==> src/rtl/tfd_pkg.sv <==
// shared types, constants and message helpers for the time/frequency converter
// no dependencies
package tfd_pkg;

  localparam int FIELD_SLOTS = 24;

  localparam logic [7:0] CH_PCT  = 8'h25;
  localparam logic [7:0] CH_ZERO = 8'h30;
  localparam logic [7:0] CH_EIGHT = 8'h38;
  localparam logic [7:0] CH_STAR = 8'h2a;
  localparam logic [7:0] CH_CR   = 8'h0d;
  localparam logic [7:0] CH_LF   = 8'h0a;
  localparam logic [7:0] CH_A    = 8'h61;
  // constant bytes 1..31 of the message fold to this value
  localparam logic [7:0] CONST_XOR = 8'h22;

  // final byte at this position or later gives a frame of at least 43 bytes
  localparam logic [5:0] LAST_POS_MIN = 6'd42;
  localparam logic [5:0] MSG_LAST     = 6'd35;
  localparam logic [5:0] COUNT_MAX    = 6'd63;

  typedef logic [4:0] slot_t;

  typedef struct packed {
    logic                        err;
    logic [7:0]                  xsum;
    logic [FIELD_SLOTS-1:0][7:0] fields;
  } job_t;

  function automatic logic [7:0] hex_lower(input logic [3:0] nib);
    logic [7:0] r;
    if (nib < 4'd10) r = CH_ZERO + {4'd0, nib};
    else r = CH_A + {4'd0, nib - 4'd10};
    return r;
  endfunction

  function automatic logic [7:0] msg_byte(input logic [5:0] k, input job_t j);
    logic [5:0] off;
    logic [7:0] r;
    off = '0;
    if (k == 6'd0) r = CH_PCT;
    else if (k == 6'd3) r = CH_EIGHT;
    else if (k <= 6'd6) r = CH_ZERO;
    else if (k <= 6'd18) begin
      off = k - 6'd7;
      r = j.fields[off[4:0]];
    end else if (k == 6'd19) r = CH_STAR;
    else if (k <= 6'd31) begin
      off = k - 6'd8;
      r = j.fields[off[4:0]];
    end else if (k == 6'd32) r = hex_lower(j.xsum[7:4]);
    else if (k == 6'd33) r = hex_lower(j.xsum[3:0]);
    else if (k == 6'd34) r = CH_CR;
    else r = CH_LF;
    return r;
  endfunction

endpackage

==> src/rtl/tfd_front.sv <==
// front end: counts frame bytes, keeps the field bytes and their xor
// builds one job per frame; depends on tfd_pkg
module tfd_front (
  input  logic          clk,
  input  logic          rst,
  input  logic          accept,
  input  logic [7:0]    data_byte,
  input  logic          last_in,
  output logic          job_push,
  output tfd_pkg::job_t job
);
  import tfd_pkg::*;

  logic [5:0] byte_count;
  logic [7:0] running_xor;
  logic [FIELD_SLOTS-1:0][7:0] field_store;
  logic       kept;
  slot_t      slot;

  // frame position to store slot
  always_comb begin
    kept = 1'b1;
    slot = '0;
    if (byte_count >= 6'd4 && byte_count <= 6'd15) slot = 5'(byte_count - 6'd4);
    else if (byte_count == 6'd17 || byte_count == 6'd18) slot = 5'(byte_count - 6'd5);
    else if (byte_count >= 6'd20 && byte_count <= 6'd23) slot = 5'(byte_count - 6'd6);
    else if (byte_count >= 6'd25 && byte_count <= 6'd30) slot = 5'(byte_count - 6'd7);
    else kept = 1'b0;
  end

  always_ff @(posedge clk) begin
    if (rst) begin
      byte_count <= '0;
      running_xor <= '0;
    end else if (accept) begin
      if (last_in) begin
        byte_count <= '0;
        running_xor <= '0;
      end else begin
        if (byte_count != COUNT_MAX) byte_count <= byte_count + 6'd1;
        if (kept) running_xor <= running_xor ^ data_byte;
      end
    end
  end

  always_ff @(posedge clk) begin
    if (accept && kept) field_store[slot] <= data_byte;
  end

  // a message frame ends past every kept position, so the store is complete
  assign job_push    = accept && last_in;
  assign job.err     = byte_count < LAST_POS_MIN;
  assign job.xsum    = running_xor ^ CONST_XOR;
  assign job.fields  = field_store;

endmodule

==> src/rtl/tfd_job_fifo.sv <==
// two-entry job queue between front and back
// depends on tfd_pkg
module tfd_job_fifo (
  input  logic          clk,
  input  logic          rst,
  input  logic          wr,
  input  tfd_pkg::job_t din,
  output logic          full,
  input  logic          rd,
  output tfd_pkg::job_t dout,
  output logic          nonempty
);
  import tfd_pkg::*;

  job_t       mem [2];
  logic       wr_ptr;
  logic       rd_ptr;
  logic [1:0] count;
  logic       do_wr;
  logic       do_rd;

  assign full     = count == 2'd2;
  assign nonempty = count != 2'd0;
  assign do_wr    = wr && !full;
  assign do_rd    = rd && nonempty;
  assign dout     = mem[rd_ptr];

  always_ff @(posedge clk) begin
    if (rst) begin
      wr_ptr <= 1'b0;
      rd_ptr <= 1'b0;
      count <= '0;
    end else begin
      if (do_wr) wr_ptr <= ~wr_ptr;
      if (do_rd) rd_ptr <= ~rd_ptr;
      count <= count + {1'b0, do_wr} - {1'b0, do_rd};
    end
  end

  always_ff @(posedge clk) begin
    if (do_wr) mem[wr_ptr] <= din;
  end

endmodule

==> src/rtl/tfd_back.sv <==
// back end: walks one job out as 36 message bytes or a single error item
// depends on tfd_pkg
module tfd_back (
  input  logic          clk,
  input  logic          rst,
  input  logic          job_ready,
  input  tfd_pkg::job_t job_in,
  output logic          job_take,
  input  logic          pop,
  output logic          empty,
  output logic [7:0]    out_byte,
  output logic          last_out,
  output logic          frame_error
);
  import tfd_pkg::*;

  logic       busy;
  logic [5:0] idx;
  job_t       cur;
  logic       out_acc;

  assign empty       = !busy;
  assign out_acc     = pop && busy;
  assign last_out    = cur.err || idx == MSG_LAST;
  assign frame_error = cur.err;
  assign out_byte    = cur.err ? 8'd0 : msg_byte(idx, cur);
  assign job_take    = job_ready && (!busy || (out_acc && last_out));

  always_ff @(posedge clk) begin
    if (rst) begin
      busy <= 1'b0;
      idx <= '0;
    end else if (job_take) begin
      busy <= 1'b1;
      idx <= '0;
    end else if (out_acc) begin
      if (last_out) busy <= 1'b0;
      else idx <= idx + 6'd1;
    end
  end

  always_ff @(posedge clk) begin
    if (job_take) cur <= job_in;
  end

  a_idx_range: assert property (@(posedge clk) disable iff (rst)
    busy |-> idx <= MSG_LAST)
    else $error("message index past end");
  a_err_single: assert property (@(posedge clk) disable iff (rst)
    (busy && cur.err) |-> idx == 6'd0)
    else $error("error item advanced index");
  a_mid_run: assert property (@(posedge clk) disable iff (rst)
    (out_acc && !last_out) |=> (busy && idx == $past(idx) + 6'd1))
    else $error("message run broke off");
  a_take_idle: assert property (@(posedge clk) disable iff (rst)
    (busy && !out_acc) |-> !job_take)
    else $error("job loaded over running message");

endmodule

==> src/rtl/time_freq_frame_to_dlt1100_unit.sv <==
// top level of the time/frequency frame to DL/T 1100 message converter
// depends on tfd_pkg, tfd_front, tfd_job_fifo, tfd_back
//
//   channel   handshake        payload
//   input     push / full      data_byte[7:0], last_in
//   result    empty / pop      out_byte[7:0], last_out, frame_error
//
// input bytes are taken one per cycle while full is low; full rises only while the job queue
// holds two finished frames that the back end has not started
// a good frame yields 36 result items, one per cycle while pop is high;
// a short frame yields one error item
// rst clears counters, xor and queue pointers; stored field bytes have no reset
module time_freq_frame_to_dlt1100_unit (
  input  logic       clk,
  input  logic       rst,
  input  logic       push,
  output logic       full,
  input  logic [7:0] data_byte,
  input  logic       last_in,
  output logic       empty,
  input  logic       pop,
  output logic [7:0] out_byte,
  output logic       last_out,
  output logic       frame_error
);
  import tfd_pkg::*;

  logic accept;
  logic job_push;
  job_t job_w;
  job_t job_q;
  logic q_nonempty;
  logic job_take;

  assign accept = push && !full;

  tfd_front u_front (
    .clk       (clk),
    .rst       (rst),
    .accept    (accept),
    .data_byte (data_byte),
    .last_in   (last_in),
    .job_push  (job_push),
    .job       (job_w)
  );

  tfd_job_fifo u_fifo (
    .clk      (clk),
    .rst      (rst),
    .wr       (job_push),
    .din      (job_w),
    .full     (full),
    .rd       (job_take),
    .dout     (job_q),
    .nonempty (q_nonempty)
  );

  tfd_back u_back (
    .clk         (clk),
    .rst         (rst),
    .job_ready   (q_nonempty),
    .job_in      (job_q),
    .job_take    (job_take),
    .pop         (pop),
    .empty       (empty),
    .out_byte    (out_byte),
    .last_out    (last_out),
    .frame_error (frame_error)
  );

endmodule

==> config.mk <==
export PLATFORM = sky130hd
export DESIGN_NAME = time_freq_frame_to_dlt1100_unit
export DESIGN_NICKNAME = d
export VERILOG_FILES = /design/src/rtl/tfd_pkg.sv /design/src/rtl/tfd_front.sv /design/src/rtl/tfd_job_fifo.sv /design/src/rtl/tfd_back.sv /design/src/rtl/time_freq_frame_to_dlt1100_unit.sv
export SDC_FILE = /design/constraint.sdc
export NUM_CORES = 1
export LEC_CHECK = 0
export BUFFER_PORTS_ARGS = -buffer_cell sky130_fd_sc_hd__buf_4
export CORE_ASPECT_RATIO = 1.2
export CORE_MARGIN = 2
export CORE_UTILIZATION = 38
export CTS_BUF_LIST = sky130_fd_sc_hd__clkbuf_16
export CTS_CLUSTER_DIAMETER = 30
export DETAILED_ROUTE_END_ITERATION = 10
export HOLD_SLACK_MARGIN = 0.02
export MAX_ROUTING_LAYER = met4
export PLACE_DENSITY = 0.59
export REMOVE_ABC_BUFFERS = 1
export SETUP_SLACK_MARGIN = 0.4
export SLEW_MARGIN = 10
export SYNTH_ARGS = -nofsm -noshare
export SYNTH_HDL_FRONTEND = slang
export SYNTH_SLANG_ARGS = --single-unit
==> constraint.sdc <==
create_clock -name clk -period 12.6 [get_ports clk]
set_clock_uncertainty 0.05 [all_clocks]
set_input_delay 3.78 -clock clk [delete_from_list [all_inputs] [get_ports clk]]
set_output_delay 3.78 -clock clk [all_outputs]
set_load 0.005 [all_outputs]
==> results of run 1 <==
sequential cells by signal (all words and copies together) (netlist names):
register / flops
u_back.busy: 1
u_fifo.count: 2
u_back.idx: 6
u_fifo.rd_ptr: 1
u_back.cur: 200
u_back.frame_error: 1
u_front.job: 192
u_front.byte_count: 6
u_fifo.mem: 402
u_fifo.wr_ptr: 1
u_front.running_xor: 8
worst max-delay path by stage:
stage | endpoint | slack, ns | cells after the start
floorplan | u_fifo.mem[0][0] | -0.87 | 3
global placement | out_byte[6] | 4.53 | 9
detailed placement | out_byte[6] | 4.43 | 9
CTS | out_byte[6] | 3.63 | 9
global route | out_byte[6] | 3.42 | 9
finish | out_byte[4] | 3.77 | 9
cells in the final DEF, fill, tap and decap left out, types with 5 or more instances in the layout:
| master | instances |
|---|---|
| clkbuf_16 | 136 |
| xnor2_1 | 14 |
| nand2b_1 | 8 |
| mux2_2 | 204 |
| ha_1 | 24 |
| or3_1 | 8 |
| inv_8 | 8 |
| mux4_2 | 95 |
| nand3_1 | 19 |
| nand4_1 | 5 |
| nor2b_1 | 7 |
| o211ai_1 | 6 |
| nor2_1 | 36 |
| o22ai_1 | 8 |
| clkinv_2 | 15 |
| mux2i_1 | 23 |
| inv_1 | 35 |
| clkinvlp_4 | 12 |
| o21ai_0 | 35 |
| edfxtp_1 | 795 |
| nand2_1 | 66 |
| inv_6 | 22 |
| xor2_1 | 8 |
| clkinv_1 | 13 |
| a31oi_1 | 7 |
| bufinv_16 | 14 |
| nor3_4 | 5 |
| nor3_1 | 16 |
| buf_4 | 52 |
| clkinv_4 | 11 |
| o31ai_1 | 7 |
| dfxtp_1 | 21 |
| nor3_2 | 5 |
| a21oi_1 | 48 |
logic make-up (layout without fill, tap and decap cells):
logic type                 after synthesis  count (layout)  share of synthesized area, %
AOI/OAI and AO/OA                      167             167                          3.52
xor gates and xnor gates                23              23                         0.647
DFF                                    820             820                          75.4
muxes                                  322             322                          14.4
adders and majority gates               25              25                         0.968
buffers and inverters                  109             327                          1.60
and+or+nand+nor                        206             206                          3.38
other                                    0               1                             0
power groups by stage:
stage               logic (mW)  registers, mW  clock network (mW)
floorplan                0.758           3.75                   0
global placement         0.973           3.81                   0
detailed placement       0.989           3.81                   0
CTS                      0.996           3.76                3.67
global route              1.06           3.78                3.79
finish                   0.978           3.76                3.60
layer usage:
layer / routed length [um] / part of all wire, %
met5: 0 / 0
met4: 1800 / 2.4
met3: 3480 / 4.6
met2: 39300 / 52
met1: 31300 / 41
through the flow:
step	utilization (%)	area (um2)	std cells
after floorplan	-	31900	1595
after global placement	40.0	33900	2778
after detailed placement	40.0	33900	2778
after CTS	45.4	38400	3020
after global routing	45.4	38400	3020
final	45.4	38400	3021
area by class of cell:
class	instances	area (um2)	area share (%)
tap	1130	1410	3.68
inverter	32	128	0.332
clock buffer	136	3400	8.86
clock inverter	106	1120	2.93
sequential	820	24400	63.5
timing repair buffer	53	410	1.07
multi-input combinational	743	7540	19.6
antenna	1	2.50	0.00652
critical path, cell delays in order, from the launching register on:
cell	delay, ns
dfxtp_2	0.31
buf_4	0.62
clkinv_1	0.51
ha_4	1.06
mux4_2	0.38
mux2i_1	0.08
o22ai_1	0.26
o21ai_0	0.14
a211oi_1	0.64
buf_4	0.23
==> impl_metrics.csv, run 1 <==
group,metric,value,unit
cts,cts-resized-gates,0,
setup_path,r2r_slack,7.72,ns
drt,drt_iter0_drc,1397,
die,core.rowCount,117,
die,fp.dieArea,87400,um2
cts,cts_root_buf,"clkbuf_16",
synthesis,yosysMostFrequentCell,"edfxtp_1",
synthesis,yosysTopAreaCell,"edfxtp_1",
setup_path,arrival,5.00,ns
sta,grt_setup_unrepaired,"no",
setup_path,endpoint_kind,"primary output",
cts,post_cts_buffers,0,
setup_path,cp-start-kind,"flip-flop",
sta,worstMarginPinSlew,1.26,ns
power_and_ir_drop,cellPowerDensity,217,nW/um2
drt,wirelength,75900,um
sta,final-hold-violation-count,0,
drt,antenna_violating_nets_post_route,0,
setup_path,cp.required,8.77,ns
sta,fmax,113,MHz
synthesis,yosysSeqAreaShare,75.4,%
finish,area_growth,18.9,%
die,start_util,38.2,%
grt,grt_antenna_before_repair,0,
synthesis,yosys-top-cells-count,"edfxtp_1, mux2_2, mux4_2",
setup_path,startpoint,"u_back.idx[1]",
placement,port_buffers,24,
cts,holdBufCountCts,0,
drt,drcViolationCount,0,
power_and_ir_drop,p_leak,12.4,nW
sta,setup_ws,3.77,ns
sta,slew_headroom,16.3,%
cts,cts_tree,"built",
die,fp.dieW,270,um
placement,place_ws,4.43,ns
sta,tns,0,ns
synthesis,ys_ff_latch,820,
synthesis,yosysUniqueCellTypes,82,
synthesis,async_flop_share,0,%
grt,track_usage,18.1,%
run_status,status,"completed",
synthesis,ys_warn_count,0,
grt,grt_pass1_vias,16489,
power_and_ir_drop,p_clk_share,43.2,%
setup_path,reg2regPathDepth,7,
die,fp.dieH,323,um
synthesis,synth.avg_cell_area,19.3,um2
drt,post_drt_wl_per_cell,25.1,um
setup_path,r2r-end,"u_back.cur[5]",
finish,layout-drive-gt1-share,32.7,%
power_and_ir_drop,peakVddDrop,161,uV
run,cap_violations,0,
power_and_ir_drop,p_sw_share,25.4,%
sta,setup_viol_count_final,0,
drt,first_pass_iters,7,
hold_path,hold-path-endpoint,"u_fifo.mem[1][31]",
grt,use_met2,30.6,%
die,core-area,84600,um2
setup_path,critPathMaxFanout,53,
synthesis,synthCells,1672,
grt,gr-usage-met1,22.0,%
hold_path,whs_path_depth,0,
sta,period_minus_slack,8.83,ns
grt,grt_max_degree,149,
setup_path,critical_path.reg2reg.startpoint,"u_back.idx[1]",
cts,numClockSinks,820,
cts,htreeDepth,4,
cts,cts.path.max_buffers,3,
power_and_ir_drop,p_int,6.22,mW
power_and_ir_drop,total_power,8.34,mW
cts,clk_latency,0.72,ns
synthesis,synth_area_leaders,"edfxtp_1, mux2_2, mux4_2",
synthesis,synth_edf_count,795,
power_and_ir_drop,power.switching,2.12,mW
hold_path,min-delay-start,"u_front.job[31]",
power_and_ir_drop,p_seq_share,45.1,%
die,ioPinCount,25,
placement,finalWeightedCongestion,0.886,
power_and_ir_drop,pwr-share-comb,11.7,%
cts,cts-buffers-inserted,132,
finish,nNetsFinal,1820,
drt,vias_per_cell,5.27,
finish,fillCellCount,7245,
synthesis,synth_top_flop_cell,"edfxtp_1",
grt,met3_usage,3.40,%
synthesis,netlist_area,32300,um2
sta,slew_violations,0,
hold_path,hold_class,"flip-flop to flip-flop",
setup_path,path_class,"flip-flop to primary output",
synthesis,synth_top_area_share,73.9,%
grt,grt_busiest_layer,"met2",
sta,hold_ws,0.372,ns
drt,vias,15935,
grt,grt.overflow.total,0,
cts,clkSlewWorstSetupHoldPaths,0.05,ns
placement,dp_hpwl,46900,um
grt,grt_first_pass_wirelength,111000,um
sta,period_share,70.1,%
No activity file was read; power rests on OpenSTA's default activity.
==> run 2: changes to the inputs <==
--- a/config.mk
+++ b/config.mk
@@ -5,6 +5,7 @@
 export SDC_FILE = /design/constraint.sdc
 export NUM_CORES = 1
 export LEC_CHECK = 0
+export ABC_AREA = 1
 export BUFFER_PORTS_ARGS = -buffer_cell sky130_fd_sc_hd__buf_4
 export CORE_ASPECT_RATIO = 1.2
 export CORE_MARGIN = 2
==> constraint.sdc (replaced) <==
create_clock -name clk -period 7.18 [get_ports clk]
set_clock_uncertainty 0.05 [all_clocks]
set_input_delay 2.154 -clock clk [delete_from_list [all_inputs] [get_ports clk]]
set_output_delay 2.154 -clock clk [all_outputs]
set_load 0.005 [all_outputs]
==> run 2 against run 1 <==
Against the previous run:
- the run now ends with max-slew violations left
- die area rose by 1.7%
- cell area fell by 0.38%
- routed wire length rose by 10%
- sequential cell count did not move
- combinational power rose by 140%
- critical path depth rose by 3
- sequential share of layout area rose by 0.24 points
- via count rose by 27%
- critical path type unchanged
- largest cell class unchanged
==> impl_metrics.csv, run 2 <==
group,metric,value,unit
drt,post_drt_wl_per_cell,20.9,um
die,ioPinCount,25,
grt,grt_max_degree,227,
setup_path,arrival,3.99,ns
sta,fmax,161,MHz
synthesis,synth_edf_count,795,
finish,layout-drive-gt1-share,10.1,%
power_and_ir_drop,peakVddDrop,551,uV
drt,wirelength,83700,um
setup_path,max_stage_delay,0.74,ns
grt,track_usage,19.5,%
synthesis,synth_top_area_share,72.6,%
cts,numClockSinks,820,
placement,dp_hpwl,49500,um
finish,utilization,44.4,%
finish,nNetsFinal,2802,
setup_path,crit_buf_inv,3,
sta,worstMarginPinSlew,1.57,ns
die,fp.dieArea,88900,um2
cts,clk_latency,0.69,ns
setup_path,endpoint_kind,"primary output",
grt,grt.overflow.total,0,
finish,final_common_cell,"nand2_1",
grt,grt_first_pass_wirelength,127000,um
finish,largest_reg_flops,402,
placement,port_buffers,24,
setup_path,cp-start-kind,"flip-flop",
drt,highest_layer,"met4",
power_and_ir_drop,total_power,15.0,mW
setup_path,cp.required,4.98,ns
cts,htreeDepth,3,
synthesis,netlist_area,32900,um2
finish,diodes,0,
run,cap_violations,0,
hold_path,whs_path_depth,0,
run_status,violations,"max-slew violations",
sta,setup_viol_count_final,0,
cts,clkSlewWorstSetupHoldPaths,0.06,ns
finish,final_cells,4006,
setup_path,reg2regPathDepth,10,
synthesis,yosysSeqAreaShare,74.2,%
finish,top_register,"u_fifo.mem",
setup_path,critPathMaxFanout,69,
power_and_ir_drop,cellPowerDensity,393,nW/um2
sta,period_share,86.3,%
synthesis,yosysMostFrequentCell,"nand2_1",
drt,vias_per_cell,5.06,
drt,wirelength_met1,36200,um
grt,grt_antenna_before_repair,1,
setup_path,critical_path.reg2reg.startpoint,"u_back.idx[1]",
synthesis,yosysTopAreaCell,"edfxtp_1",
die,fp.dieH,326,um
drt,first_pass_iters,6,
synthesis,synth_area_leaders,"edfxtp_1, nand2_1, nand3_1",
synthesis,synth.avg_cell_area,12.1,um2
die,start_util,38.2,%
sta,final-hold-violation-count,0,
drt,routed-wl-met2,40600,um
hold_path,min-delay-start,"u_front.job[189]",
sta,tns,0,ns
finish,layout_common_cells,"nand2_1, edfxtp_1, nand3_1",
die,core.rowCount,118,
sta,slew_violations,45,
synthesis,synthCells,2725,
synthesis,async_flop_share,0,%
cts,holdBufCountCts,0,
hold_path,hold-path-endpoint,"u_fifo.mem[0][189]",
placement,dp_cells,3786,
die,fp.dieW,272,um
setup_path,path_class,"flip-flop to primary output",
grt,grt_pass1_vias,20173,
synthesis,ys_warn_count,0,
cts,cts_tree,"built",
hold_path,hold_class,"flip-flop to flip-flop",
power_and_ir_drop,p_leak,14.2,nW
setup_path,crit_chain,"inv_2, ha_2, buf_4, o21ai_0, o211ai_1, nand3_1, nand2_1, nand2_1, nand2_1, nand2_1, a21oi_1, buf_4",
cts,cts-resized-gates,0,
cts,cts.path.max_buffers,3,
sta,grt_setup_unrepaired,"no",
drt,drt_iter0_drc,2139,
cts,post_cts_buffers,0,
setup_path,critPathSlowestCell,"dfxtp_2",
synthesis,ys_ff_latch,820,
drt,drcViolationCount,0,
setup_path,critPathTopFamily,"buffers and inverters",
synthesis,yosysUniqueCellTypes,44,
drt,antenna_violating_nets_post_route,0,
setup_path,crit_path_frequent_cell,"nand2_1",
run_status,status,"finished, violations left",
synthesis,yosys-top-cells-count,"nand2_1, edfxtp_1, nand3_1",
finish,final_area,38300,um2
finish,area_growth,16.4,%
cts,cts_root_buf,"clkbuf_16",
drt,vias,20281,
setup_path,r2r-end,"u_back.cur[58]",
drt,met3_length,4160,um
cts,cts-buffers-inserted,116,
sta,period_minus_slack,6.20,ns
setup_path,r2r_slack,3.18,ns
die,core-area,86100,um2
placement,placedInstanceArea,34100,um2
synthesis,synth_top_flop_cell,"edfxtp_1",
placement,finalWeightedCongestion,0.886,
finish,fillCellCount,7746,
sta,slew_headroom,-4.75,%
## run 2: cell count changes in the layout (fill, tap and decap cells not counted), sizes merged, moves of 29 or more
cell	delta
o211ai	+29
nand3	+162
a21oi	+71
o21ai	+95
nor2	+84
nand2	+900
inv	+122
mux2	-204
mux4	-95
## run 2: cell type report
type	instances	area, um2	share of cell area (%)
flip-flops and latches	820	24400	63.7
repair buffers	43	385	1.01
multi-input cells	1631	7360	19.2
well taps	1140	1430	3.73
inverters	152	588	1.54
clock inverters	103	1180	3.10
clock buffers	117	2930	7.65
## run 2: layer usage
metal  GRT usage (%)  up-vias
met3            2.51      165
li1                -     9510
met1            25.5     9978
met2            31.1      628
met4            7.68        0
met5               -        -
## run 2: through the flow
step / setup WS, ns / hold WS [ns]
2_1_floorplan: -4.65 / 0.371
3_3_place_gp: 1.79 / 0.371
3_5_place_dp: 1.75 / 0.379
4_1_cts: 1.01 / 0.364
5_1_grt: 0.792 / 0.384
6_report: 0.985 / 0.371
## run 2: worst max-delay path by stage
stage / start / endpoint / slack [ns] / cells past startpoint
final: u_back.idx[1] / out_byte[4] / 0.98 / 12
after global routing: u_back.idx[1] / out_byte[4] / 0.79 / 12
after CTS: u_back.idx[1] / out_byte[4] / 1.01 / 12
after detailed placement: u_back.idx[1] / out_byte[4] / 1.75 / 12
after global placement: u_back.idx[1] / out_byte[4] / 1.79 / 12
after floorplan: u_back.idx[0] / out_byte[6] / -4.65 / 11
## run 2: worst reg2reg max path, delay by kind of cell, from the launching register on
family	cells	cell delay (ns)
buf+inv	4	1.85
flops	1	0.74
simple gates	3	0.38
fa+ha+maj	1	0.32
compound gates	2	0.25
## run 2: kinds of logic (layout without fill, tap and decap cells)
family          count (synthesis)  after routing  synth area share [%]
simple gates                 1290           1290                  15.9
flops                         820            820                  74.2
compound gates                304            304                  5.14
buf+inv                       274            415                  3.52
fa+ha+maj                      25             25                 0.952
xor+xnor                       12             12                 0.343
## run 2: report_power, final
group / switching, mW / internal (mW) / leakage, nW
sequential: 0.558 / 6.30 / 7.52
combinational: 1.75 / 0.565 / 4.66
clock: 2.25 / 3.62 / 2.01
total: 4.57 / 10.5 / 14.2
